<file path="config.mk">
export PLATFORM = sky130hd
export DESIGN_NAME = postfix_expression_evaluator_top
export DESIGN_NICKNAME = d
export VERILOG_FILES = /design/src/design/pfx_eval_pkg.sv /design/src/design/postfix_expression_evaluator_top.sv /design/src/design/pfx_eval_ram.sv /design/src/design/pfx_eval_alu.sv
export SDC_FILE = /design/constraint.sdc
export NUM_CORES = 2
export LEC_CHECK = 0
export BUFFER_PORTS_ARGS = -buffer_cell sky130_fd_sc_hd__buf_2
export CAP_MARGIN = 15
export CORE_ASPECT_RATIO = 0.6
export CORE_UTILIZATION = 59
export CTS_CLUSTER_DIAMETER = 80
export CTS_CLUSTER_SIZE = 14
export DETAILED_ROUTE_END_ITERATION = 16
export PLACE_DENSITY_LB_ADDON = 0.08
export SLEW_MARGIN = 20
export SYNTH_ARGS = -nofsm -noshare
export SYNTH_HDL_FRONTEND = slang
export SYNTH_SLANG_ARGS = --single-unit
</file>
<file path="constraint.sdc">
create_clock -name i_clk -period 6.35 [get_ports i_clk]
set_clock_uncertainty 0.05 [all_clocks]
set_input_delay 0.9525 -clock i_clk [delete_from_list [all_inputs] [get_ports i_clk]]
set_output_delay 0.9525 -clock i_clk [all_outputs]
set_load 0.005 [all_outputs]
</file>
<file path="src/design/pfx_eval_pkg.sv">
// Shared types, constants and codes of the postfix expression evaluator.
package pfx_eval_pkg;

    localparam int STACK_DEPTH = 16;
    localparam int VALUE_WIDTH = 32;

    // Multiplier bits retired per cycle by the shared arithmetic unit.
    localparam int MUL_DIGIT = 16;

    localparam logic [7:0] CH_ZERO  = 8'h30;
    localparam logic [7:0] CH_NINE  = 8'h39;
    localparam logic [7:0] CH_PLUS  = 8'h2B;
    localparam logic [7:0] CH_MINUS = 8'h2D;
    localparam logic [7:0] CH_STAR  = 8'h2A;
    localparam logic [7:0] CH_SLASH = 8'h2F;
    localparam logic [7:0] CH_CARET = 8'h5E;
    localparam logic [7:0] CH_SPACE = 8'h20;

    localparam logic [2:0] ST_OK    = 3'd0;
    localparam logic [2:0] ST_UNDER = 3'd1;
    localparam logic [2:0] ST_OVER  = 3'd2;
    localparam logic [2:0] ST_DIV0  = 3'd3;
    localparam logic [2:0] ST_EMPTY = 3'd4;

    typedef struct packed {
        logic [7:0] char_code;
        logic       last_char;
    } t_in;

    typedef struct packed {
        logic signed [31:0] value;
        logic [2:0]         status;
    } t_out;

    typedef struct packed {
        logic start;
        logic op_div;
    } t_alu_ctrl;

endpackage

</file>
<file path="src/design/postfix_expression_evaluator_top.sv">
// Top level of the postfix expression evaluator: sequencer, operand stack and result register.
//
//   Channel | Direction | Handshake                | Payload
//   in      | input     | i_in_valid / o_in_stall  | i_in_data  (char_code, last_char)
//   out     | output    | o_out_valid / i_out_stall| o_out_data (value, status)
//
// A space or a digit is done in S_IDLE. + and - are computed in S_EXEC, * then takes up to
// ceil(VALUE_WIDTH/16) multiply steps and / one quotient bit a cycle, and ^ with a
// non-negative exponent runs square-and-multiply on the shared unit: up to 2*VALUE_WIDTH
// multiply passes. The final character then reads the top entry in S_FIN_RD and loads the
// result register in S_FIN, waiting while i_out_stall holds the previous result.
// Reset is synchronous and clears the stack count and the error; stack contents are not
// cleared. A transaction is taken only while o_in_stall is low.
module postfix_expression_evaluator_top #(
    parameter int STACK_DEPTH = pfx_eval_pkg::STACK_DEPTH,
    parameter int VALUE_WIDTH = pfx_eval_pkg::VALUE_WIDTH
) (
    input  logic               i_clk,
    input  logic               i_rst_n,
    input  logic               i_in_valid,
    output logic               o_in_stall,
    input  pfx_eval_pkg::t_in  i_in_data,
    output logic               o_out_valid,
    input  logic               i_out_stall,
    output pfx_eval_pkg::t_out o_out_data
);

    localparam int W  = VALUE_WIDTH;
    localparam int AW = $clog2(STACK_DEPTH);
    localparam int CW = $clog2(STACK_DEPTH + 1);

    localparam logic [3:0] S_IDLE    = 4'd0;
    localparam logic [3:0] S_RD_TOP  = 4'd1;
    localparam logic [3:0] S_RD_NEXT = 4'd2;
    localparam logic [3:0] S_EXEC    = 4'd3;
    localparam logic [3:0] S_WAIT    = 4'd4;
    localparam logic [3:0] S_POW_CHK = 4'd5;
    localparam logic [3:0] S_POW_ACC = 4'd6;
    localparam logic [3:0] S_POW_SQL = 4'd7;
    localparam logic [3:0] S_POW_SQ  = 4'd8;
    localparam logic [3:0] S_PUSH    = 4'd9;
    localparam logic [3:0] S_FIN_RD  = 4'd10;
    localparam logic [3:0] S_FIN     = 4'd11;

    logic [3:0]  r_state, n_state;
    logic [CW-1:0] r_count, n_count;
    logic [2:0]  r_err, n_err;
    logic [7:0]  r_char, n_char;
    logic        r_last, n_last;
    logic [W-1:0] r_first, n_first;
    logic [W-1:0] r_second, n_second;
    logic [W-1:0] r_res, n_res;
    logic        r_o_valid, n_o_valid;
    pfx_eval_pkg::t_out r_out, n_out;

    logic          w_accept;
    logic          w_is_digit;
    logic [7:0]    w_dig;
    logic          w_ram_we;
    logic [AW-1:0] w_ram_waddr;
    logic [W-1:0]  w_ram_wdata;
    logic [AW-1:0] w_ram_raddr;
    logic [W-1:0]  w_rdata;
    logic [CW-1:0] w_cnt_m1;
    logic [CW-1:0] w_cnt_m2;
    logic [2:0]    w_err_u;
    logic [2:0]    w_err_o;
    logic [2:0]    w_err_d;
    logic [3:0]    w_done_state;
    logic          w_out_free;
    logic [63:0]   w_ext;

    pfx_eval_pkg::t_alu_ctrl w_alu_ctrl;
    logic [W-1:0]            w_alu_a;
    logic [W-1:0]            w_alu_b;
    logic                    w_alu_done;
    logic [W-1:0]            w_alu_result;

    assign o_in_stall  = (r_state != S_IDLE);
    assign w_accept    = i_in_valid && (r_state == S_IDLE);
    assign o_out_valid = r_o_valid;
    assign o_out_data  = r_out;
    assign w_out_free  = !r_o_valid || !i_out_stall;

    assign w_dig      = i_in_data.char_code - pfx_eval_pkg::CH_ZERO;
    assign w_is_digit = (i_in_data.char_code >= pfx_eval_pkg::CH_ZERO) &&
                        (i_in_data.char_code <= pfx_eval_pkg::CH_NINE);
    assign w_cnt_m1   = r_count - 1'b1;
    assign w_cnt_m2   = r_count - CW'(2);

    // Only the first error of an expression is kept.
    assign w_err_u = (r_err == pfx_eval_pkg::ST_OK) ? pfx_eval_pkg::ST_UNDER : r_err;
    assign w_err_o = (r_err == pfx_eval_pkg::ST_OK) ? pfx_eval_pkg::ST_OVER : r_err;
    assign w_err_d = (r_err == pfx_eval_pkg::ST_OK) ? pfx_eval_pkg::ST_DIV0 : r_err;

    assign w_done_state = r_last ? S_FIN_RD : S_IDLE;
    assign w_ext        = 64'(signed'(w_rdata));

    pfx_eval_ram #(
        .WIDTH (W),
        .DEPTH (STACK_DEPTH)
    ) u_stack (
        .i_clk   (i_clk),
        .i_we    (w_ram_we),
        .i_waddr (w_ram_waddr),
        .i_wdata (w_ram_wdata),
        .i_raddr (w_ram_raddr),
        .o_rdata (w_rdata)
    );

    pfx_eval_alu #(
        .VALUE_WIDTH (W)
    ) u_alu (
        .i_clk    (i_clk),
        .i_rst_n  (i_rst_n),
        .i_ctrl   (w_alu_ctrl),
        .i_a      (w_alu_a),
        .i_b      (w_alu_b),
        .o_done   (w_alu_done),
        .o_result (w_alu_result)
    );

    always_comb begin
        n_state     = r_state;
        n_count     = r_count;
        n_err       = r_err;
        n_char      = r_char;
        n_last      = r_last;
        n_first     = r_first;
        n_second    = r_second;
        n_res       = r_res;
        n_out       = r_out;
        n_o_valid   = r_o_valid && i_out_stall;
        w_ram_we    = 1'b0;
        w_ram_waddr = r_count[AW-1:0];
        w_ram_wdata = r_res;
        w_ram_raddr = w_cnt_m1[AW-1:0];
        w_alu_ctrl  = '0;
        w_alu_a     = w_rdata;
        w_alu_b     = r_first;

        unique case (r_state)
            S_IDLE: begin
                if (w_accept) begin
                    n_char = i_in_data.char_code;
                    n_last = i_in_data.last_char;
                    if (i_in_data.char_code == pfx_eval_pkg::CH_SPACE) begin
                        n_state = i_in_data.last_char ? S_FIN_RD : S_IDLE;
                    end else if (w_is_digit) begin
                        if (r_count >= CW'(STACK_DEPTH)) begin
                            n_err = w_err_o;
                        end else begin
                            w_ram_we    = 1'b1;
                            w_ram_wdata = W'(w_dig[3:0]);
                            n_count     = r_count + 1'b1;
                        end
                        n_state = i_in_data.last_char ? S_FIN_RD : S_IDLE;
                    end else if (r_count < CW'(2)) begin
                        n_err   = w_err_u;
                        n_state = i_in_data.last_char ? S_FIN_RD : S_IDLE;
                    end else begin
                        n_state = S_RD_TOP;
                    end
                end
            end
            S_RD_TOP: begin
                n_state = S_RD_NEXT;
            end
            S_RD_NEXT: begin
                n_first     = w_rdata;
                w_ram_raddr = w_cnt_m2[AW-1:0];
                n_state     = S_EXEC;
            end
            S_EXEC: begin
                // The second operand arrives from the stack read this cycle.
                n_second = w_rdata;
                n_count  = w_cnt_m2;
                case (r_char)
                    pfx_eval_pkg::CH_PLUS: begin
                        n_res   = w_rdata + r_first;
                        n_state = S_PUSH;
                    end
                    pfx_eval_pkg::CH_MINUS: begin
                        n_res   = w_rdata - r_first;
                        n_state = S_PUSH;
                    end
                    pfx_eval_pkg::CH_STAR: begin
                        w_alu_ctrl.start = 1'b1;
                        n_state          = S_WAIT;
                    end
                    pfx_eval_pkg::CH_SLASH: begin
                        if (r_first == '0) begin
                            n_err   = w_err_d;
                            n_res   = '0;
                            n_state = S_PUSH;
                        end else begin
                            w_alu_ctrl.start  = 1'b1;
                            w_alu_ctrl.op_div = 1'b1;
                            n_state           = S_WAIT;
                        end
                    end
                    pfx_eval_pkg::CH_CARET: begin
                        if (r_first[W-1]) begin
                            // Negative exponent: only a base of 1 or -1 survives.
                            if (w_rdata == W'(1)) begin
                                n_res = W'(1);
                            end else if (w_rdata == '1) begin
                                n_res = r_first[0] ? '1 : W'(1);
                            end else begin
                                n_res = '0;
                            end
                            n_state = S_PUSH;
                        end else begin
                            n_res   = W'(1);
                            n_state = S_POW_CHK;
                        end
                    end
                    default: begin
                        n_state = w_done_state;
                    end
                endcase
            end
            S_WAIT: begin
                if (w_alu_done) begin
                    n_res   = w_alu_result;
                    n_state = S_PUSH;
                end
            end
            S_POW_CHK: begin
                w_alu_a = r_res;
                w_alu_b = r_second;
                if (r_first == '0) begin
                    n_state = S_PUSH;
                end else if (r_first[0]) begin
                    w_alu_ctrl.start = 1'b1;
                    n_state          = S_POW_ACC;
                end else begin
                    n_state = S_POW_SQL;
                end
            end
            S_POW_ACC: begin
                if (w_alu_done) begin
                    n_res   = w_alu_result;
                    n_state = S_POW_SQL;
                end
            end
            S_POW_SQL: begin
                w_alu_a = r_second;
                w_alu_b = r_second;
                if (r_first[W-1:1] == '0) begin
                    n_state = S_PUSH;
                end else begin
                    w_alu_ctrl.start = 1'b1;
                    n_state          = S_POW_SQ;
                end
            end
            S_POW_SQ: begin
                if (w_alu_done) begin
                    n_second = w_alu_result;
                    n_first  = r_first >> 1;
                    n_state  = S_POW_CHK;
                end
            end
            S_PUSH: begin
                w_ram_we = 1'b1;
                n_count  = r_count + 1'b1;
                n_state  = w_done_state;
            end
            S_FIN_RD: begin
                n_state = S_FIN;
            end
            S_FIN: begin
                // The read address stays on the top entry while the result register is busy.
                if (w_out_free) begin
                    n_o_valid   = 1'b1;
                    n_out.value = (r_count != '0) ? w_ext[31:0] : '0;
                    if (r_err != pfx_eval_pkg::ST_OK) begin
                        n_out.status = r_err;
                    end else if (r_count == '0) begin
                        n_out.status = pfx_eval_pkg::ST_EMPTY;
                    end else begin
                        n_out.status = pfx_eval_pkg::ST_OK;
                    end
                    n_count = '0;
                    n_err   = pfx_eval_pkg::ST_OK;
                    n_state = S_IDLE;
                end
            end
            default: begin
                n_state = S_IDLE;
            end
        endcase
    end

    always_ff @(posedge i_clk) begin
        if (!i_rst_n) begin
            r_state   <= S_IDLE;
            r_count   <= '0;
            r_err     <= pfx_eval_pkg::ST_OK;
            r_o_valid <= 1'b0;
        end else begin
            r_state   <= n_state;
            r_count   <= n_count;
            r_err     <= n_err;
            r_o_valid <= n_o_valid;
        end
    end

    always_ff @(posedge i_clk) begin
        r_char   <= n_char;
        r_last   <= n_last;
        r_first  <= n_first;
        r_second <= n_second;
        r_res    <= n_res;
        r_out    <= n_out;
    end

`ifndef SYNTHESIS
    a_count_bound: assert property (@(posedge i_clk) disable iff (!i_rst_n)
        r_count <= CW'(STACK_DEPTH))
        else $error("stack count exceeds the stack depth");

    a_out_from_fin: assert property (@(posedge i_clk) disable iff (!i_rst_n)
        (w_out_free && !(r_state == S_FIN)) |=> !(o_out_valid && !$past(o_out_valid && i_out_stall)))
        else $error("result loaded outside the final state");

    a_alu_done_waited: assert property (@(posedge i_clk) disable iff (!i_rst_n)
        w_alu_done |-> (r_state == S_WAIT || r_state == S_POW_ACC || r_state == S_POW_SQ))
        else $error("arithmetic unit finished while the sequencer was not waiting");

    a_empty_zero: assert property (@(posedge i_clk) disable iff (!i_rst_n)
        (o_out_valid && o_out_data.status == pfx_eval_pkg::ST_EMPTY) |-> o_out_data.value == '0)
        else $error("empty stack transaction carries a nonzero value");
`endif

endmodule

</file>
<file path="src/design/pfx_eval_ram.sv">
// Generic single-write, single-read RAM with registered read data.
module pfx_eval_ram #(
    parameter int WIDTH = pfx_eval_pkg::VALUE_WIDTH,
    parameter int DEPTH = pfx_eval_pkg::STACK_DEPTH
) (
    input  logic                     i_clk,
    input  logic                     i_we,
    input  logic [$clog2(DEPTH)-1:0] i_waddr,
    input  logic [WIDTH-1:0]         i_wdata,
    input  logic [$clog2(DEPTH)-1:0] i_raddr,
    output logic [WIDTH-1:0]         o_rdata
);

    logic [WIDTH-1:0] r_mem [DEPTH];
    logic [WIDTH-1:0] r_rdata;

    always_ff @(posedge i_clk) begin
        if (i_we) begin
            r_mem[i_waddr] <= i_wdata;
        end
        r_rdata <= r_mem[i_raddr];
    end

    assign o_rdata = r_rdata;

endmodule

</file>
<file path="src/design/pfx_eval_alu.sv">
// Shared iterative unit: digit-serial wrapping multiply and restoring signed divide.
module pfx_eval_alu #(
    parameter int VALUE_WIDTH = pfx_eval_pkg::VALUE_WIDTH
) (
    input  logic                      i_clk,
    input  logic                      i_rst_n,
    input  pfx_eval_pkg::t_alu_ctrl   i_ctrl,
    input  logic [VALUE_WIDTH-1:0]    i_a,
    input  logic [VALUE_WIDTH-1:0]    i_b,
    output logic                      o_done,
    output logic [VALUE_WIDTH-1:0]    o_result
);

    localparam int W   = VALUE_WIDTH;
    localparam int DIG = (W < pfx_eval_pkg::MUL_DIGIT) ? W : pfx_eval_pkg::MUL_DIGIT;
    localparam int CNW = $clog2(W + 1);

    // r_acc holds the partial product or the remainder, r_opa the multiplicand or
    // the divisor magnitude, r_opb the remaining multiplier or the dividend/quotient.
    logic           r_busy;
    logic           r_div;
    logic           r_neg;
    logic [CNW-1:0] r_cnt;
    logic [W-1:0]   r_acc;
    logic [W-1:0]   r_opa;
    logic [W-1:0]   r_opb;

    logic [W+DIG-1:0] w_prod;
    logic [W-1:0]     w_shift;
    logic [W:0]       w_diff;
    logic [W-1:0]     w_abs_a;
    logic [W-1:0]     w_abs_b;

    assign w_prod  = {{DIG{1'b0}}, r_opa} * {{W{1'b0}}, r_opb[DIG-1:0]};
    assign w_shift = {r_acc[W-2:0], r_opb[W-1]};
    assign w_diff  = {1'b0, w_shift} - {1'b0, r_opa};
    assign w_abs_a = i_a[W-1] ? (~i_a + 1'b1) : i_a;
    assign w_abs_b = i_b[W-1] ? (~i_b + 1'b1) : i_b;

    assign o_done   = r_busy && (r_div ? (r_cnt == '0) : (r_opb == '0));
    assign o_result = r_div ? (r_neg ? (~r_opb + 1'b1) : r_opb) : r_acc;

    always_ff @(posedge i_clk) begin
        if (!i_rst_n) begin
            r_busy <= 1'b0;
        end else if (i_ctrl.start) begin
            r_busy <= 1'b1;
        end else if (o_done) begin
            r_busy <= 1'b0;
        end
    end

    always_ff @(posedge i_clk) begin
        if (i_ctrl.start) begin
            r_div <= i_ctrl.op_div;
            r_acc <= '0;
            r_cnt <= CNW'(W);
            r_neg <= i_a[W-1] ^ i_b[W-1];
            if (i_ctrl.op_div) begin
                r_opa <= w_abs_b;
                r_opb <= w_abs_a;
            end else begin
                r_opa <= i_a;
                r_opb <= i_b;
            end
        end else if (r_busy && !o_done) begin
            if (r_div) begin
                r_cnt <= r_cnt - 1'b1;
                if (!w_diff[W]) begin
                    r_acc <= w_diff[W-1:0];
                    r_opb <= {r_opb[W-2:0], 1'b1};
                end else begin
                    r_acc <= w_shift;
                    r_opb <= {r_opb[W-2:0], 1'b0};
                end
            end else begin
                r_acc <= r_acc + w_prod[W-1:0];
                r_opa <= r_opa << DIG;
                r_opb <= r_opb >> DIG;
            end
        end
    end

endmodule

</file>
After elaboration in Yosys (flattened, before gate mapping)
Memories as Yosys holds them, arrays and structs flattened. A register that Yosys moved wholly into a read port is not among the register bits.
Cells that the tools add are included.
{ "totals": {"reg_bits": 258, "mem_bits_rw": 512, "input_bits": 13, "output_inout_bits": 37, "memories": 1} }
{ "mem_list": {"columns": ["name", "words", "word_bits", "rd", "rd_ports_with_merged_regs", "wr", "line", "rtl"], "rows": [
  ["u_stack.r_mem", 16, 32, 1, 1, 1, "pfx_eval_ram.sv:14", "logic [WIDTH-1:0] r_mem [DEPTH];"]
]} }
{ "op_classes": {"addsub": 12, "mul": 1, "n_lt_le_gt_ge": 4, "n_eq_ne": 37, "mux": 91, "bitwise_logic": 4, "reduce_logical": 39} }
{ "ops": {"columns": ["op", "n"], "rows": [
  ["2-to-1 mux 32 bit", 27],
  ["one-hot mux 32 bit (2 select lines)", 4],
  ["one-hot mux 32 bit (4 select lines)", 1],
  ["adder 32 x 1 -> 32 bit, second input constant", 3],
  ["inverter 32 bit", 3],
  ["adder 32 bit", 2],
  ["zero test 32 bit", 2],
  ["2-to-1 mux 4 bit", 14],
  ["one-hot mux 4 bit (12 select lines)", 1],
  ["== test 8 x 6 -> 1 bit, second input constant", 5],
  ["2-to-1 mux 3 bit", 13],
  ["subtractor 32 x 32 -> 33 bit", 1],
  ["== test 32 x 1 -> 1 bit, second input constant", 1],
  ["== test 32 bit, second input constant", 1],
  ["multiplier 32 x 16 -> 32 bit", 1],
  ["subtractor 32 bit", 1],
  ["zero test 31 bit", 1],
  ["2-to-1 mux 5 bit", 5],
  ["one-hot mux 5 bit (4 select lines)", 1],
  ["2-to-1 mux 1 bit", 19],
  ["== test 4 x 3 -> 1 bit, second input constant", 4],
  ["== test 4 bit, second input constant", 4],
  ["one-hot mux 4 bit (4 select lines)", 1],
  ["inequality test 2 x 1 -> 1 bit, second input constant", 7],
  ["other kinds (37)", 66]
]} }

Logic depth before layout (Yosys ltp)
{ "depth": {"depth_word": 8, "depth_mapped": 26, "ltp_nobuf": 24} }

By module
A second synthesis with hierarchy kept.
{ "hier_totals": {"hier_cells": 4660, "area_unflattened_um2": 52215.1} }
{ "modules_own_cells": {"columns": ["module", "n_inst", "cells_per_inst", "area_each_um2", "seq_area_each_um2"], "rows": [
  ["pfx_eval_alu", 1, 2649, 21837.2, 2762.6],
  ["pfx_eval_ram", 1, 838, 19835.3, 16015.4],
  ["postfix_expression_evaluator_top", 1, 1173, 10542.6, 4444.3]
]} }

Worst setup path before layout
Ideal clock, no wire load.
{ "synth_timing": {"path_kind": "register -> register", "from": "reg u_alu.r_opb[2]", "to": "reg u_alu.r_acc[25]", "arrival_time_ns": 6.354, "required_ns": 6.213, "slack_ns": -0.141, "path_stages_with_launch": 25, "cell_sequence": "edfxtp_1 > clkbuf_1 > clkbuf_1 > clkbuf_1 > nand2_1 > fa_1 > fa_1 > fa_1 > inv_1 > fa_1 > fa_1 > inv_1 > fa_1 > inv_1 > ha_1 > clkbuf_1 > nand3_1 > a2111oi_0 > o21ai_0 > o31ai_1 > a21o_1 > a21oi_1 > xnor2_1 > nor2_1 > o31ai_1"} }
{ "synth_between": {"elab_chain_len": 5, "elab_cells_between_ends": 8, "classes_between": "add/sub: 1; mul: 1; mux: 2; reduce/logical: 4"} }
{ "synth_rtl": {"columns": ["element", "line", "rtl"], "rows": [
  ["from (decl)", "pfx_eval_alu.sv:26", "logic [W-1:0] r_opb;"],
  ["from (signal assigned)", "pfx_eval_alu.sv:61", "r_opb <= w_abs_a;"],
  ["from (signal assigned)", "pfx_eval_alu.sv:64", "r_opb <= i_b;"],
  ["from (signal assigned)", "pfx_eval_alu.sv:71", "r_opb <= {r_opb[W-2:0], 1'b1};"],
  ["parallel branches: the longest is 5 deep, another holds multiplier 32 x 16 -> 32 bit", null, null],
  ["to (signal assigned)", "pfx_eval_alu.sv:70", "r_acc <= w_diff[W-1:0];"],
  ["to (signal assigned)", "pfx_eval_alu.sv:73", "r_acc <= w_shift;"],
  ["to (signal assigned)", "pfx_eval_alu.sv:77", "r_acc <= r_acc + w_prod[W-1:0];"],
  ["to (decl)", "pfx_eval_alu.sv:24", "logic [W-1:0] r_acc;"]
]} }
Several ways; the timed one is not identified.
A chain may end at the register's enable or synchronous reset.

Worst setup path in the final report
{ "layout_timing": {"from": "reg u_alu.r_opb[4]", "to": "reg u_alu.r_acc[24]"} }
The elaborated chain is that of the path after synthesis.

==> results.txt <==
outcome: complete, but fails checks
failing checks: negative setup slack
Post-Synthesis Net Count: 5,158
later-pin clock latency in the skew report: 680 ps
initial antenna violation count: 6
fmax: 0.154 GHz
Hold Buf Count CTS: 0
CTS root buffer: clkbuf_16
Tmin final: 6480 ps
Crit. End Element: register
vias per cell: 6.32
Die Ht: 232 um
layout cells sized above 1: 15.9%
clk sinks: 801
routed vias: 38,454
WL/cell: 26.8 um
final wirelength: 163,000 um
reg2reg start: u_alu.r_opb[4]$_DFFE_PP_
reg2reg path depth: 26
die area: 0.0897 mm^2
yosys warns: 0
Mapped Cells: 4,665
CP max stage delay: 540 ps
Max Fanout on Critical Path: 5
Startpoint Class: register
post-detailed-route count of antenna-violating nets: 0
most instantiated library cell after synthesis: edfxtp_1
hold path depth: 0
Power Density: 521 mW/mm^2
DRC viols: 0
Seq/Total Area, Yosys: 44.5%
CP Class: reg2reg
Worst EP required: 6860 ps
area of the multi-input gates: 0.0269 mm^2
Post-synth ARST share: 0%
Reg clk slew, reported paths: 80 ps
Hold Fails Final Rpt: 0
vias in the first global route: 35,655
RSZ-0062 raised after global routing: true
top-area cell type share of the netlist area: 41.3%
Commonest cells post-synth: edfxtp_1 (718), nand2_1 (546), inv_1 (508), fa_1 (336), a21oi_1 (292)
Final HPWL DP: 121,000 um
H-Tree Depth: 3
Slowest cell on crit path: fa_1
Least-Margin Pin Slew: 1120 ps
Worst R2R End: u_alu.r_acc[24]$_SDFFE_PP0P_
R2R Setup Slk: -130 ps
Final Cycle Share: 102%
gp weighted congestion: 1.08
IO Count: 50
worst min path class: reg2reg
FF/Latch Area: 0.0232 mm^2
Syn-to-layout area delta: 12.7%
TritonCTS Buffers: 68
crit path buf inv count: 8
Max VDD drop: 0.761 mV
Primary FF master, synth: edfxtp_1
worst rel slew slack: 24.9%
router iterations before antenna repair: 8
fin. max-slew vios: 0
die width: 386 um
largest net degree at the start of global routing: 129
area leader, netlist: edfxtp_1
Setup WS pre-CTS: -481 ps
final net count: 5,357
# setup viols final: 6
static leakage: 23.0 nW
crit path DAT: 6990 ps
#FFs+latches synth: 801
CP delay by family, top: adder cells
Max clock buf depth: 3
Fin Setup TNS: -262 ps
hold path start: r_err[1]$_SDFFE_PN0P_
Max Cap Viol: 0
Post-Synthesis Cell Area: 0.0522 mm^2
Hold EP: o_out_data[1]$_SDFFCE_PP0P_
post-route setup slack: -127 ps
Mapped Avg Cell Area: 11.2 um^2
Initial Util: 59.6%
All-Layer GR Usage: 36.8%
Site Rows: 84
most frequent CP cell: fa_1
EDFF count, synth: 718
global-route wire length before repair: 238,000 um
I/O Buffers: 49
Distinct cells, synth: 99
DRT iter0 DRCs: 5,449
synth top area cells: edfxtp_1 (41%), fa_1 (13%), mux4_2 (5.5%)
global route overflow: 0
core area: 0.0875 mm^2
TritonCTS clock tree: yes
fill count: 6,724
report_power, final:
part,internal [mW],switching (mW)
logic,8.70,10.8
clock network,2.09,2.00
registers,6.31,0.753
total,17.1,13.5
worst register-to-register path, delay by kind of cell, from the launching register on:
family                   cells  cell delay, ps
AO/OA/AOI/OAI                7            1410
XOR/XNOR                     1             160
adder cells (fa/ha/maj)      7            3190
buffers and inverters        8             860
flip-flops                   1             440
AND/OR/NAND/NOR              3             260
routing by layer:
| layer | share of wire, % | vias to the layer above | global-route usage (%) |
|---|---|---|---|
| met5 | 0.017 | - | 0 |
| li1 | - | 16648 | - |
| met3 | 16 | 161 | 15.6 |
| met1 | 45 | 19213 | 60.3 |
| met2 | 37 | 2428 | 44.5 |
| met4 | 1.3 | 4 | 5.56 |
cell families after synthesis:
logic type	count (synthesis)	share of synthesized area, %
compound gates	836	9.89
xor+xnor	229	3.84
fa+ha+maj	480	16.3
buf+inv	762	5.63
flops	801	44.5
mux	259	8.07
simple gates	1298	11.7
through the flow:
| stage | std cells | util, % | power (mW) | area [um^2] | hold slack [ps] |
|---|---|---|---|---|---|
| 6_report | 6082 | 67.2 | 30.6 | 58800 | 422 |
| 5_1_grt | 6081 | 67.2 | 32.5 | 58800 | 411 |
| 4_1_cts | 6068 | 66.7 | 29.2 | 58400 | 403 |
| 3_5_place_dp | 5927 | 63.7 | 23.2 | 55700 | 398 |
| 3_3_place_gp | 5927 | 63.7 | 23.1 | 55700 | 410 |
| 2_1_floorplan | 4665 | - | 17.4 | 52200 | 412 |
worst max-delay path by stage:
stage	cells after the start	startpoint	slack, ps	endpoint
floorplan	24	u_alu.r_opb[8]$_DFFE_PP_	20	u_alu.r_acc[29]$_SDFFE_PP0P_
global route	26	u_alu.r_opb[4]$_DFFE_PP_	-280	u_alu.r_acc[24]$_SDFFE_PP0P_
global placement	25	u_alu.r_opb[4]$_DFFE_PP_	-280	u_alu.r_acc[24]$_SDFFE_PP0P_
CTS	25	u_alu.r_opb[4]$_DFFE_PP_	-50	u_alu.r_acc[24]$_SDFFE_PP0P_
finish	26	u_alu.r_opb[4]$_DFFE_PP_	-130	u_alu.r_acc[24]$_SDFFE_PP0P_
detailed placement	26	u_alu.r_opb[4]$_DFFE_PP_	-480	u_alu.r_acc[24]$_SDFFE_PP0P_
timing repair:
action	in CTS	in global routing
resized for setup	88	71
buffers inserted	15	13
pin swaps	57	58
cloned	1	0
endpoints found under the hold margin	0	0
endpoints found under the setup margin	11	14
sequential cells by signal, summed over array words and instances, names as in the netlist, 2 cells and up:
register	flops
o_out_data	35
r_char	8
r_count	5
r_err	2
r_first	32
r_res	32
r_second	32
r_state	4
u_alu.r_acc	32
u_alu.r_cnt	6
u_alu.r_opa	32
u_alu.r_opb	32
u_stack.o_rdata	32
u_stack.r_mem	512
cells in the final DEF (no fill, tap or decap), types with 125 or more instances in the layout:
| cell | netlist | final |
|---|---|---|
| a21oi_1 | 292 | 283 |
| and2_1 | 142 | 130 |
| buf_4 | 5 | 286 |
| edfxtp_1 | 718 | 718 |
| fa_1 | 336 | 320 |
| ha_1 | 144 | 127 |
| inv_1 | 508 | 491 |
| mux4_2 | 128 | 128 |
| nand2_1 | 546 | 544 |
| nor2_1 | 239 | 215 |
| o21ai_0 | 215 | 202 |
| xnor2_1 | 127 | 125 |
final cells by class:
class / count / share of cell area, %
Multi-Input combinational cell: 3102 / 45.8
Sequential cell: 801 / 39.5
Timing Repair Buffer: 382 / 5.46
Inverter: 509 / 3.25
Clock buffer: 114 / 3.22
Tap cell: 1161 / 2.47
Clock inverter: 12 / 0.321
Antenna cell: 1 / 0.00425
No activity file was read; power rests on OpenSTA's default activity.
